<file path="src/sv/lmac_pkg.sv">
package lmac_pkg;

  localparam int unsigned WORD_BITS = 64;
  localparam int unsigned QDEPTH    = 8;
  localparam int unsigned QPTR_BITS = $clog2(QDEPTH);
  localparam int unsigned QCNT_BITS = $clog2(QDEPTH + 1);

  localparam logic [1:0] MODE_MUL = 2'd0;
  localparam logic [1:0] MODE_ADD = 2'd1;
  localparam logic [1:0] MODE_SUB = 2'd2;

  localparam logic REG_MULTIPLIER = 1'b0;
  localparam logic REG_MODE       = 1'b1;
  localparam int unsigned REG_SEL_BIT = 3;

  typedef enum logic [1:0] {
    OP_MUL,
    OP_ADD,
    OP_SUB
  } lmac_op_e;

  typedef struct packed {
    logic [WORD_BITS-1:0] src_limb;
    logic [WORD_BITS-1:0] acc_limb;
    logic                 last;
  } lmac_in_t;

  typedef struct packed {
    logic [WORD_BITS-1:0] result_limb;
    logic [WORD_BITS-1:0] carry_word;
    logic                 last_out;
  } lmac_out_t;

  typedef struct packed {
    logic [WORD_BITS-1:0] base;
    logic [WORD_BITS-1:0] carry_lo;
    logic [WORD_BITS-1:0] carry_hi;
    logic                 sub;
    logic                 last;
  } lmac_entry_t;

endpackage

</file>
<file path="src/sv/lmac_queue.sv">
module lmac_queue (
  input  logic                                clk_i,
  input  logic                                rst_ni,
  input  logic                                push_i,
  input  lmac_pkg::lmac_entry_t               entry_i,
  input  logic                                pop_i,
  output lmac_pkg::lmac_entry_t               entry_o,
  output logic                                not_empty_o,
  output logic [lmac_pkg::QCNT_BITS-1:0]      count_o
);
  import lmac_pkg::*;

  lmac_entry_t          mem_q [QDEPTH];
  logic [QPTR_BITS-1:0] wptr_q, rptr_q;
  logic [QCNT_BITS-1:0] count_q;

  always_ff @(posedge clk_i) begin
    if (push_i) begin
      mem_q[wptr_q] <= entry_i;
    end
  end

  always_ff @(posedge clk_i or negedge rst_ni) begin
    if (!rst_ni) begin
      wptr_q  <= '0;
      rptr_q  <= '0;
      count_q <= '0;
    end else begin
      if (push_i) begin
        wptr_q <= wptr_q + QPTR_BITS'(1);
      end
      if (pop_i) begin
        rptr_q <= rptr_q + QPTR_BITS'(1);
      end
      if (push_i && !pop_i) begin
        count_q <= count_q + QCNT_BITS'(1);
      end else if (pop_i && !push_i) begin
        count_q <= count_q - QCNT_BITS'(1);
      end
    end
  end

  assign entry_o     = mem_q[rptr_q];
  assign not_empty_o = (count_q != '0);
  assign count_o     = count_q;

  a_no_overflow: assert property (@(posedge clk_i) disable iff (!rst_ni)
    (push_i && !pop_i) |-> (count_q != QCNT_BITS'(QDEPTH)))
    else $error("queue overflow");

  a_no_underflow: assert property (@(posedge clk_i) disable iff (!rst_ni)
    pop_i |-> (count_q != '0))
    else $error("queue underflow");

endmodule

</file>
<file path="config.mk">
export PLATFORM = sky130hd
export DESIGN_NAME = lmac_queue
export DESIGN_NICKNAME = d
export VERILOG_FILES = /design/src/sv/lmac_pkg.sv /design/src/sv/lmac_queue.sv
export SDC_FILE = /design/constraint.sdc
export NUM_CORES = 2
export LEC_CHECK = 0
export ABC_CLOCK_PERIOD_IN_PS = 13400
export BUFFER_PORTS_ARGS = -buffer_cell sky130_fd_sc_hd__buf_2
export CAP_MARGIN = 5
export CORE_ASPECT_RATIO = 1.2
export CORE_UTILIZATION = 49
export DETAILED_ROUTE_END_ITERATION = 12
export PLACE_DENSITY = 0.68
export SYNTH_ARGS = -nofsm -noshare
export SYNTH_HDL_FRONTEND = slang
export SYNTH_SLANG_ARGS = --single-unit
export TNS_END_PERCENT = 10
</file>
<file path="constraint.sdc">
create_clock -name clk_i -period 13.4 [get_ports clk_i]
set_input_delay 1.34 -clock clk_i [delete_from_list [all_inputs] [get_ports clk_i]]
set_output_delay 1.34 -clock clk_i [all_outputs]
set_load 0.01 [all_outputs]
</file>
==> out/qor.yml <==
yosys:
  post-synth-top-count-cell: "sky130_fd_sc_hd__edfxtp_1"
  number_of_nets_in_the_synthesized_netlist: 2505
  synth.lib_cells_used.distinct: 26
  post_synth_most_frequent_cells: "1552 x sky130_fd_sc_hd__edfxtp_1, 388 x sky130_fd_sc_hd__mux4_2, 197 x sky130_fd_sc_hd__mux2_2"
  synth_async_sr_flop_share_pct: 0.6402
  syn_warnings: 0
  post_synth_instance_area_um2: 58800
  mean_area_per_synthesized_cell_um2: 25.56
  synth.area.top_cells: "sky130_fd_sc_hd__edfxtp_1 79%, sky130_fd_sc_hd__mux4_2 15%, sky130_fd_sc_hd__mux2_2 3.8%"
  synth_seq_area_share_pct: 79.68
  synthFlopType: "sky130_fd_sc_hd__edfxtp_1"
  synth-seq-cells: 1562
  synth_top_cell_by_area: "sky130_fd_sc_hd__edfxtp_1"
  netlist.area_leader.share_pct: 79.25
  postSynthCellCount: 2301
  synth_edf_count: 1552
grt:
  first_global_vias: 27790
  grt_first_pass_wirelength_um: 177600
  grt_start_max_net_pins: 129
  grtUsageTotal_pct: 20.07
  antenna_found_initial: 42
  global_route.overflow_total: 0
clocking:
  cts_resized: 0
  cts_tree: "yes"
  clock_insertion_delay_worst_skew_ps: 780
  cts.sink_count: 1562
  clk_transition_reported_paths_ps: 60
  cts_inserted_buffers: 153
  cts_post_setup_buffers_inserted: 0
  cts_root_buf: "sky130_fd_sc_hd__clkbuf_16"
  clock_tree.htree_level_count: 4
  cts_hold_buffers: 0
  ctsLongestPathBuffers: 3
detailed_routing:
  routed_wirelength_um: 119800
  detail_route.drc_violations: 0
  drt-initial-drc-count: 2316
  routedWlPerCell_um: 26.88
  vias_per_cell: 5.771
  ant_nets: 0
  routed-via-count: 25710
  dr.pass1.iters: 5
finish:
  area.growth.synth_to_final_pct: 14.44
  finish.net_count: 2992
  drive_above_1_share_pct: 42.64
  finalCoreUtilization_pct: 56.82
  multiInputGateArea_um2: 11320
  area.sequential_um2: 46870
  n_fill_cell: 8519
setup_path:
  worstPathArrival_ps: 4820
  worstSetupPathType: "reg2out"
  type_of_origin_of_the_critical_path: "flip-flop"
  worst_ep_required_time_ps: 12060
  path_max_fanout: 128
  critPathCaptureType: "primary output"
power:
  pwr_density_cell_nw_per_um2: 221.2
  power.leakage_uw: 0.02171
  peakVddDrop_mv: 0.1786
die:
  top_level_ports: 397
  initial_core_util_pct: 49.65
  die_width_um: 318.2
  fp.dieArea_um2: 121400
  die_height_um: 381.5
  placementRows: 138
  design.core.area_um2: 118400
sta:
  hold_viol: 0
  layout_worst_path_cycle_share_pct: 46.00
  max_slew_margin_pct: 16.62
  clock-skew-final_ps: 20.98
  setup_violations: 0
  total_negative_setup_slack_ps: 0
  tightestPinTransition_ps: 1251
  final.min_clock_period_ps: 6164
  fmax_mhz: 162.2
  setup_repair_after_global_routing_missed_its_margin: "false"
  report.final.slew_viol_count: 0
placement:
  gp_congestion: 0.7247
  port_buffers: 396
  place_hpwl_um: 65040
worst_hold_path:
  hp-class: "in2async"
flow_run:
  max_cap_violations: 0
status:
  result_of_the_run: "finished clean"
-- where the power goes --
group          switching (uW)  leakage, uW  internal, uW
clock network            1730      0.00233          2400
logic                    2300      0.00516          2060
registers                 259       0.0142          6130
total                    4290       0.0217         10600
-- registers in the layout (all words and copies together), names as in the netlist --
| signal | flops |
|---|---|
| count_o | 4 |
| wptr_q | 3 |
| mem_q | 1552 |
| rptr_q | 3 |
-- layout by cell type, fill, tap and decap left out, drive strengths merged, types with 3 or more instances in the layout --
cell / instances
edfxtp: 1552
buf: 441
mux4: 388
mux2: 197
clkbuf: 196
clkinv: 47
diode: 16
bufinv: 14
dfrtp: 10
inv: 9
nand2: 6
nor2: 6
ha: 5
xnor2: 4
nand2b: 3
nor3: 3
-- area by class of cell --
cell class,instances,area share [%]
tap,1540,2.863
antenna,16,0.05950
sequential,1562,69.64
clock buffer,196,6.024
timing repair buffer,441,3.484
clock inverter,70,1.093
multi-input combinational,628,16.82
inverter,2,0.01116
-- worst paths after layout --
| check | startpoint | to | slack [ps] | cells after the start |
|---|---|---|---|---|
| min in group clk_i | count_o[2]$_DFFE_PN0P_ | count_o[2]$_DFFE_PN0P_ | 550 | 2 |
| min | rst_ni | count_o[2]$_DFFE_PN0P_ | 430 | 1 |
| min reg2reg | count_o[2]$_DFFE_PN0P_ | count_o[2]$_DFFE_PN0P_ | 550 | 2 |
| max | rptr_q[0]$_DFFE_PN0P_ | entry_o[163] | 7240 | 5 |
| max reg2reg | wptr_q[1]$_DFFE_PN0P_ | mem_q[2][119]$_DFFE_PP_ | 9950 | 4 |
| max in group asynchronous | rst_ni | rptr_q[0]$_DFFE_PN0P_ | 12720 | 1 |
-- metrics by stage --
step | area [um2] | setup WS, ps | instances | total power, uW | hold slack [ps]
floorplan | 58810 | -2077 | 2301 | 9650 | 521.0
global placement | 62470 | 7982 | 4173 | 10850 | 515.0
detailed placement | 62470 | 7922 | 4173 | 10960 | 530.6
CTS | 67260 | 7064 | 4439 | 15100 | 366.8
global route | 67280 | 6823 | 4447 | 15510 | 401.7
finish | 67300 | 7236 | 4455 | 14890 | 429.7
-- critical path, stage by stage, from the launching register on --
cell,delay (ps)
sky130_fd_sc_hd__dfrtp_4,950
sky130_fd_sc_hd__buf_12,740
sky130_fd_sc_hd__buf_4,930
sky130_fd_sc_hd__mux4_2,610
sky130_fd_sc_hd__mux2_2,290
sky130_fd_sc_hd__buf_2,150
-- kinds of logic (layout without fill, tap and decap cells) --
group           Yosys count  after routing  synth area share [%]
fa+ha+maj                 6              6                0.1404
flops                  1562           1562                 79.68
buf+inv                 111            709                 1.170
simple gates             24             24                0.2000
xor+xnor                  6              6               0.08936
compound gates            6              6               0.07020
other cells               0             16                     0
mux                     586            586                 18.65
-- layer usage --
layer / GRT usage (%) / wire [um]
met3: 5.447 / 8963
met5: 0 / 275
met2: 32.95 / 59920
met4: 6.969 / 3052
met1: 25.93 / 47550
Power figures use the tool's default switching activity.
