$ cat config.mk
export PLATFORM = sky130hd
export DESIGN_NAME = lmac_back
export DESIGN_NICKNAME = d
export VERILOG_FILES = /design/src/sv/lmac_pkg.sv /design/src/sv/lmac_back.sv
export SDC_FILE = /design/constraint.sdc
export NUM_CORES = 1
export LEC_CHECK = 0
export BUFFER_PORTS_ARGS = -buffer_cell sky130_fd_sc_hd__buf_2
export CAP_MARGIN = 20
export CELL_PAD_IN_SITES_DETAIL_PLACEMENT = 0
export CELL_PAD_IN_SITES_GLOBAL_PLACEMENT = 1
export CORE_MARGIN = 2
export CORE_UTILIZATION = 25
export DETAILED_ROUTE_END_ITERATION = 10
export GPL_ROUTABILITY_DRIVEN = 1
export PLACE_DENSITY_LB_ADDON = 0.1
export SLEW_MARGIN = 20
export SYNTH_ARGS = -nofsm -noshare
export SYNTH_HDL_FRONTEND = slang
export SYNTH_SLANG_ARGS = --single-unit
$ cat constraint.sdc
create_clock -name clk_i -period 7.6 [get_ports clk_i]
set_input_delay 0 -clock clk_i [delete_from_list [all_inputs] [get_ports clk_i]]
set_output_delay 0 -clock clk_i [all_outputs]
set_load 0.01 [all_outputs]
$ cat src/sv/lmac_pkg.sv
package lmac_pkg;

  localparam int unsigned WORD_BITS = 64;
  localparam int unsigned QDEPTH    = 8;
  localparam int unsigned QPTR_BITS = $clog2(QDEPTH);
  localparam int unsigned QCNT_BITS = $clog2(QDEPTH + 1);

  localparam logic [1:0] MODE_MUL = 2'd0;
  localparam logic [1:0] MODE_ADD = 2'd1;
  localparam logic [1:0] MODE_SUB = 2'd2;

  localparam logic REG_MULTIPLIER = 1'b0;
  localparam logic REG_MODE       = 1'b1;
  localparam int unsigned REG_SEL_BIT = 3;

  typedef enum logic [1:0] {
    OP_MUL,
    OP_ADD,
    OP_SUB
  } lmac_op_e;

  typedef struct packed {
    logic [WORD_BITS-1:0] src_limb;
    logic [WORD_BITS-1:0] acc_limb;
    logic                 last;
  } lmac_in_t;

  typedef struct packed {
    logic [WORD_BITS-1:0] result_limb;
    logic [WORD_BITS-1:0] carry_word;
    logic                 last_out;
  } lmac_out_t;

  typedef struct packed {
    logic [WORD_BITS-1:0] base;
    logic [WORD_BITS-1:0] carry_lo;
    logic [WORD_BITS-1:0] carry_hi;
    logic                 sub;
    logic                 last;
  } lmac_entry_t;

endpackage

$ cat src/sv/lmac_back.sv
module lmac_back #(
  parameter int unsigned LIMB_BITS = 64
) (
  input  logic                  clk_i,
  input  logic                  rst_ni,
  input  logic                  q_valid_i,
  input  lmac_pkg::lmac_entry_t entry_i,
  output logic                  pop_o,
  output logic                  out_valid_o,
  input  logic                  out_stall_i,
  output lmac_pkg::lmac_out_t   out_data_o
);
  import lmac_pkg::*;

  localparam int unsigned W = LIMB_BITS;

  logic [W-1:0] carry_q, carry_d;
  logic         out_valid_q;
  lmac_out_t    out_q;

  logic [W-1:0] base;
  logic [W:0]   ext;
  logic         k2;
  logic [W-1:0] c_next;

  assign base = entry_i.base[W-1:0];

  // carry loop: one add or subtract, then pick the precomputed high word
  always_comb begin
    if (entry_i.sub) begin
      ext = {1'b0, base} - {1'b0, carry_q};
    end else begin
      ext = {1'b0, base} + {1'b0, carry_q};
    end
  end

  assign k2     = ext[W];
  assign c_next = k2 ? entry_i.carry_hi[W-1:0] : entry_i.carry_lo[W-1:0];
  assign pop_o  = q_valid_i && (!out_valid_q || !out_stall_i);

  always_comb begin
    carry_d = carry_q;
    if (pop_o) begin
      carry_d = entry_i.last ? '0 : c_next;
    end
  end

  always_ff @(posedge clk_i or negedge rst_ni) begin
    if (!rst_ni) begin
      carry_q     <= '0;
      out_valid_q <= 1'b0;
    end else begin
      carry_q     <= carry_d;
      out_valid_q <= pop_o || (out_valid_q && out_stall_i);
    end
  end

  always_ff @(posedge clk_i) begin
    if (pop_o) begin
      out_q.result_limb <= WORD_BITS'(ext[W-1:0]);
      out_q.carry_word  <= entry_i.last ? WORD_BITS'(c_next) : '0;
      out_q.last_out    <= entry_i.last;
    end
  end

  assign out_valid_o = out_valid_q;
  assign out_data_o  = out_q;

  a_carry_clears: assert property (@(posedge clk_i) disable iff (!rst_ni)
    (pop_o && entry_i.last) |=> (carry_q == '0))
    else $error("carry not cleared after last limb");

  a_carry_word_zero: assert property (@(posedge clk_i) disable iff (!rst_ni)
    (out_valid_q && !out_q.last_out) |-> (out_q.carry_word == '0))
    else $error("carry word set on a limb that is not last");

endmodule

==> summary.md <==
| Metric | Value |
|---|---|
| Clk pin slew, worst setup/hold paths | 80 ps |
| Area of placed instances | 14940 sq um |
| RSZ-0062 raised after global routing | false |
| Ys async rst share | 0.3351 |
| # DRC | 0 |
| Crit-path max FO | 64 |
| Vias per cell | 4.687 |
| Switching part of the total | 0.3954 |
| Worst IR Drop VDD | 0.1197 mV |
| WHS Path Cells | 3 |
| Most common cell in the netlist | edfxtp_1 |
| Clock Skews | 9.712 ps |
| WP data arrival | 7060 ps |
| Die area | 52550 sq um |
| P_int | 2678 uW |
| Reg2Reg Launch Point | carry_q[28] |
| Mapped cell area | 12680 sq um |
| TritonCTS Sinks | 194 |
| CTS tree | built |
| Largest net degree at the start of global routing | 83 |
| Hold buffer count at cts | 135 |
| Hold WS | 52.96 ps |
| Initial antenna violation count | 4 |
| Slew headroom | 0.3765 |
| PwrDens | 263.0 nW/um^2 |
| FF-to-FF End | out_data_o[23] |
| Routed WL per cell | 19.63 um |
| R2R depth | 17 |
| # IOs | 329 |
| CP Launch Type | flop |
| Dpl hpwl | 36.48 mm |
| Post-synthesis compound-gate area fraction | 0.1608 |
| Final Cycle Share | 0.8978 |
| Syn Nets | 1562 |
| Fin area | 16840 sq um |
| Final nets | 1994 |
| Post-synthesis simple-gate area fraction | 0.1676 |
| Hold path start | entry_i[135] |
| Final Non-Filler Cells | 2416 |
| Fmax | 146.6 MHz |
| Vias after detailed routing | 11320 |
| Worst Tran Pin Value | 935.2 ps |
| CP Class | flop to flop |
| CTS root buffer | clkbuf_16 |
| Yosys top cell by area | edfxtp_1 |
| H-tree levels | 4 |
| DRT antenna net count | 0 |
| Adder-cell share of the synthesized area | 0.06571 |
| Switching Power | 1751 uW |
| CTS resizes | 0 |
| Port Buffer Count | 328 |
| Routability cong. | 0.8383 |
| Seq pwr share | 0.341 |
| Core area | 50070 sq um |
| HP Class | input port to flop |
| Gate power share | 0.452 |
| Post-Syn Instances | 1298 |
| Worst Hold Path EP | out_data_o[70] |
| Outcome | completed |
| Synth top area share | 0.3054 |
| Chip width | 229.2 um |
| Synth top area cells | edfxtp_1 (31%), dfrtp_1 (13%), xnor2_1 (6.8%) |
| Max-cap violation count | 0 |
| Mean Syn Cell Area | 9.771 sq um |
| Initial DRC count | 555 |
| Synth warn | 0 |
| Clock latency on the worst-skew pair | 490 ps |
| Final Hold Vio Count | 0 |
| Ys flop type | edfxtp_1 |
| Total GRT Usage | 0.1797 |
| Pins Over Slew Limit | 0 |
| Worst Path Required | 7840 ps |
| Vias in the first global route | 11250 |
| Leakage | 0.007032 uW |
| DIE HEIGHT | 229.2 um |
| Post-synthesis mux area share | 0.05387 |
| Post-synth top cells | edfxtp_1 (129), nand2_1 (111), a21oi_1 (101) |
| Final setup vio count | 0 |
| Place WS | 1252 ps |
| Tmin final | 6824 ps |
| Seq/Total Area, Yosys | 0.4337 |
| Layout area overhead | 32.80% |
| Row Count | 82 |
| Setup TNS | 0 ps |
| FF+latch count, synth | 194 |
| Final wirelength | 47.43 mm |
| Distinct cell type count after synthesis | 65 |
| CTS Buffer Depth | 2 |
| # Post-CTS Setup Buffers | 0 |
| Worst setup margin | 776.4 ps |
| Post-synth EDFFs | 129 |
| Setup crit end kind | flop |
| Placed insts | 2248 |
| Clk pwr share | 0.208 |
| Overflow after GRT | 0 |
| Largest family of logic cells by synthesized area | simple AND/OR/NAND/NOR gates |
| Initial core utilization | 0.2533 |
| First-pass GRT wire length | 70.48 mm |
| Layout cell share with drive strength beyond 1 | 0.2174 |
| CTS buffer count | 17 |
| R2R setup slack | 780 ps |
| First-pass iteration count of the detailed router | 5 |
| Post-Synth XOR/XNOR Area | 0.08218 |
-- metal layers --
metal,global-route usage,share of wire,wire (um),up-vias
met5,0,0.00082,39,-
met4,0.05175,0.016,775,6
met3,0.04146,0.046,2181,38
met2,0.2563,0.42,19760,253
met1,0.2674,0.52,24670,5405
li1,-,-,-,5621
-- power groups by stage --
stage	Sequential (uW)	Combinational, uW	Clock [uW]
4_1_cts	1510	2020	959
3_5_place_dp	1540	1880	0
5_1_grt	1530	2220	993
6_report	1510	2000	920
2_1_floorplan	1560	1230	0
3_3_place_gp	1530	1890	0
-- registers in the layout, indices dropped and copies added, names as in the netlist --
name and count:
out_data_o 129, carry_q 64, out_valid_o 1
-- critical path, cell delays in order (launching register included) --
cell	delay [ps]
dfrtp_1	470
or4_1	600
nor4_1	560
nand2_1	220
nor3_1	650
and3_1	320
nor2_1	60
xnor2_1	150
ha_1	490
and4_1	360
nand3_1	110
or4_1	420
or2_2	310
o221ai_4	220
buf_12	380
mux2i_1	350
dlygate4sd3_1	690
nor2b_1	70
-- per-stage QoR --
step	util	power (uW)
floorplan	-	2794
global placement	0.2984	3424
detailed placement	0.2984	3418
CTS	0.3363	4497
global route	0.3364	4743
finish	0.3364	4429
-- worst max path at each step --
stage / start / to / slack [ps] / cells after the start
after floorplan: carry_q[42] / carry_q[20] / 2410 / 18
after detailed placement: carry_q[28] / out_data_o[25] / 1250 / 16
after global placement: carry_q[28] / out_data_o[25] / 1180 / 16
final: carry_q[28] / out_data_o[23] / 780 / 17
after global routing: carry_q[28] / out_data_o[25] / 350 / 17
after CTS: carry_q[28] / out_data_o[25] / 770 / 17
-- cell type report --
cell class / count / area, sq um
fillers: 5306 / 33230
multi-input cells: 1011 / 6740
flip-flops and latches: 194 / 5500
repair buffers: 472 / 3075
well taps: 672 / 840.8
clock buffers: 21 / 461.7
inverters: 34 / 132.6
clock inverters: 11 / 88.84
diodes: 1 / 2.502
-- cell families (layout without fill, tap and decap cells) --
kind of cell               count (synthesis)  in the layout
and+or+nand+nor                          425            425
muxes                                     68             68
other                                      0              1
DFF                                      194            194
xor gates and xnor gates                 119            119
buffers and inverters                     93            538
AOI/OAI and AO/OA                        333            333
adders and majority gates                 66             66
-- cells in the final DEF (no fill, tap or decap), types with 9 or more instances in the layout --
cell type,Yosys,routed
nand2b_1,13,12
o21bai_1,13,13
nor3_1,30,30
o22ai_1,12,12
nand2_1,111,110
o21ai_0,44,44
o21ai_1,52,52
nor2_1,99,99
xor2_1,21,21
a21oi_1,101,101
nand3_1,25,25
o21a_1,13,13
nor2b_1,70,70
a31oi_1,12,12
edfxtp_1,129,129
clkbuf_16,0,18
mux2i_1,66,66
xnor2_1,98,98
a211oi_1,9,9
buf_2,0,327
buf_4,0,9
and2_1,10,10
nand4_1,17,17
or3_1,9,9
inv_1,34,33
a21o_1,25,25
ha_1,65,65
dlygate4sd3_1,0,135
or4_1,10,10
dfrtp_1,65,65
Note: power is estimated with default switching activity, not from simulation.
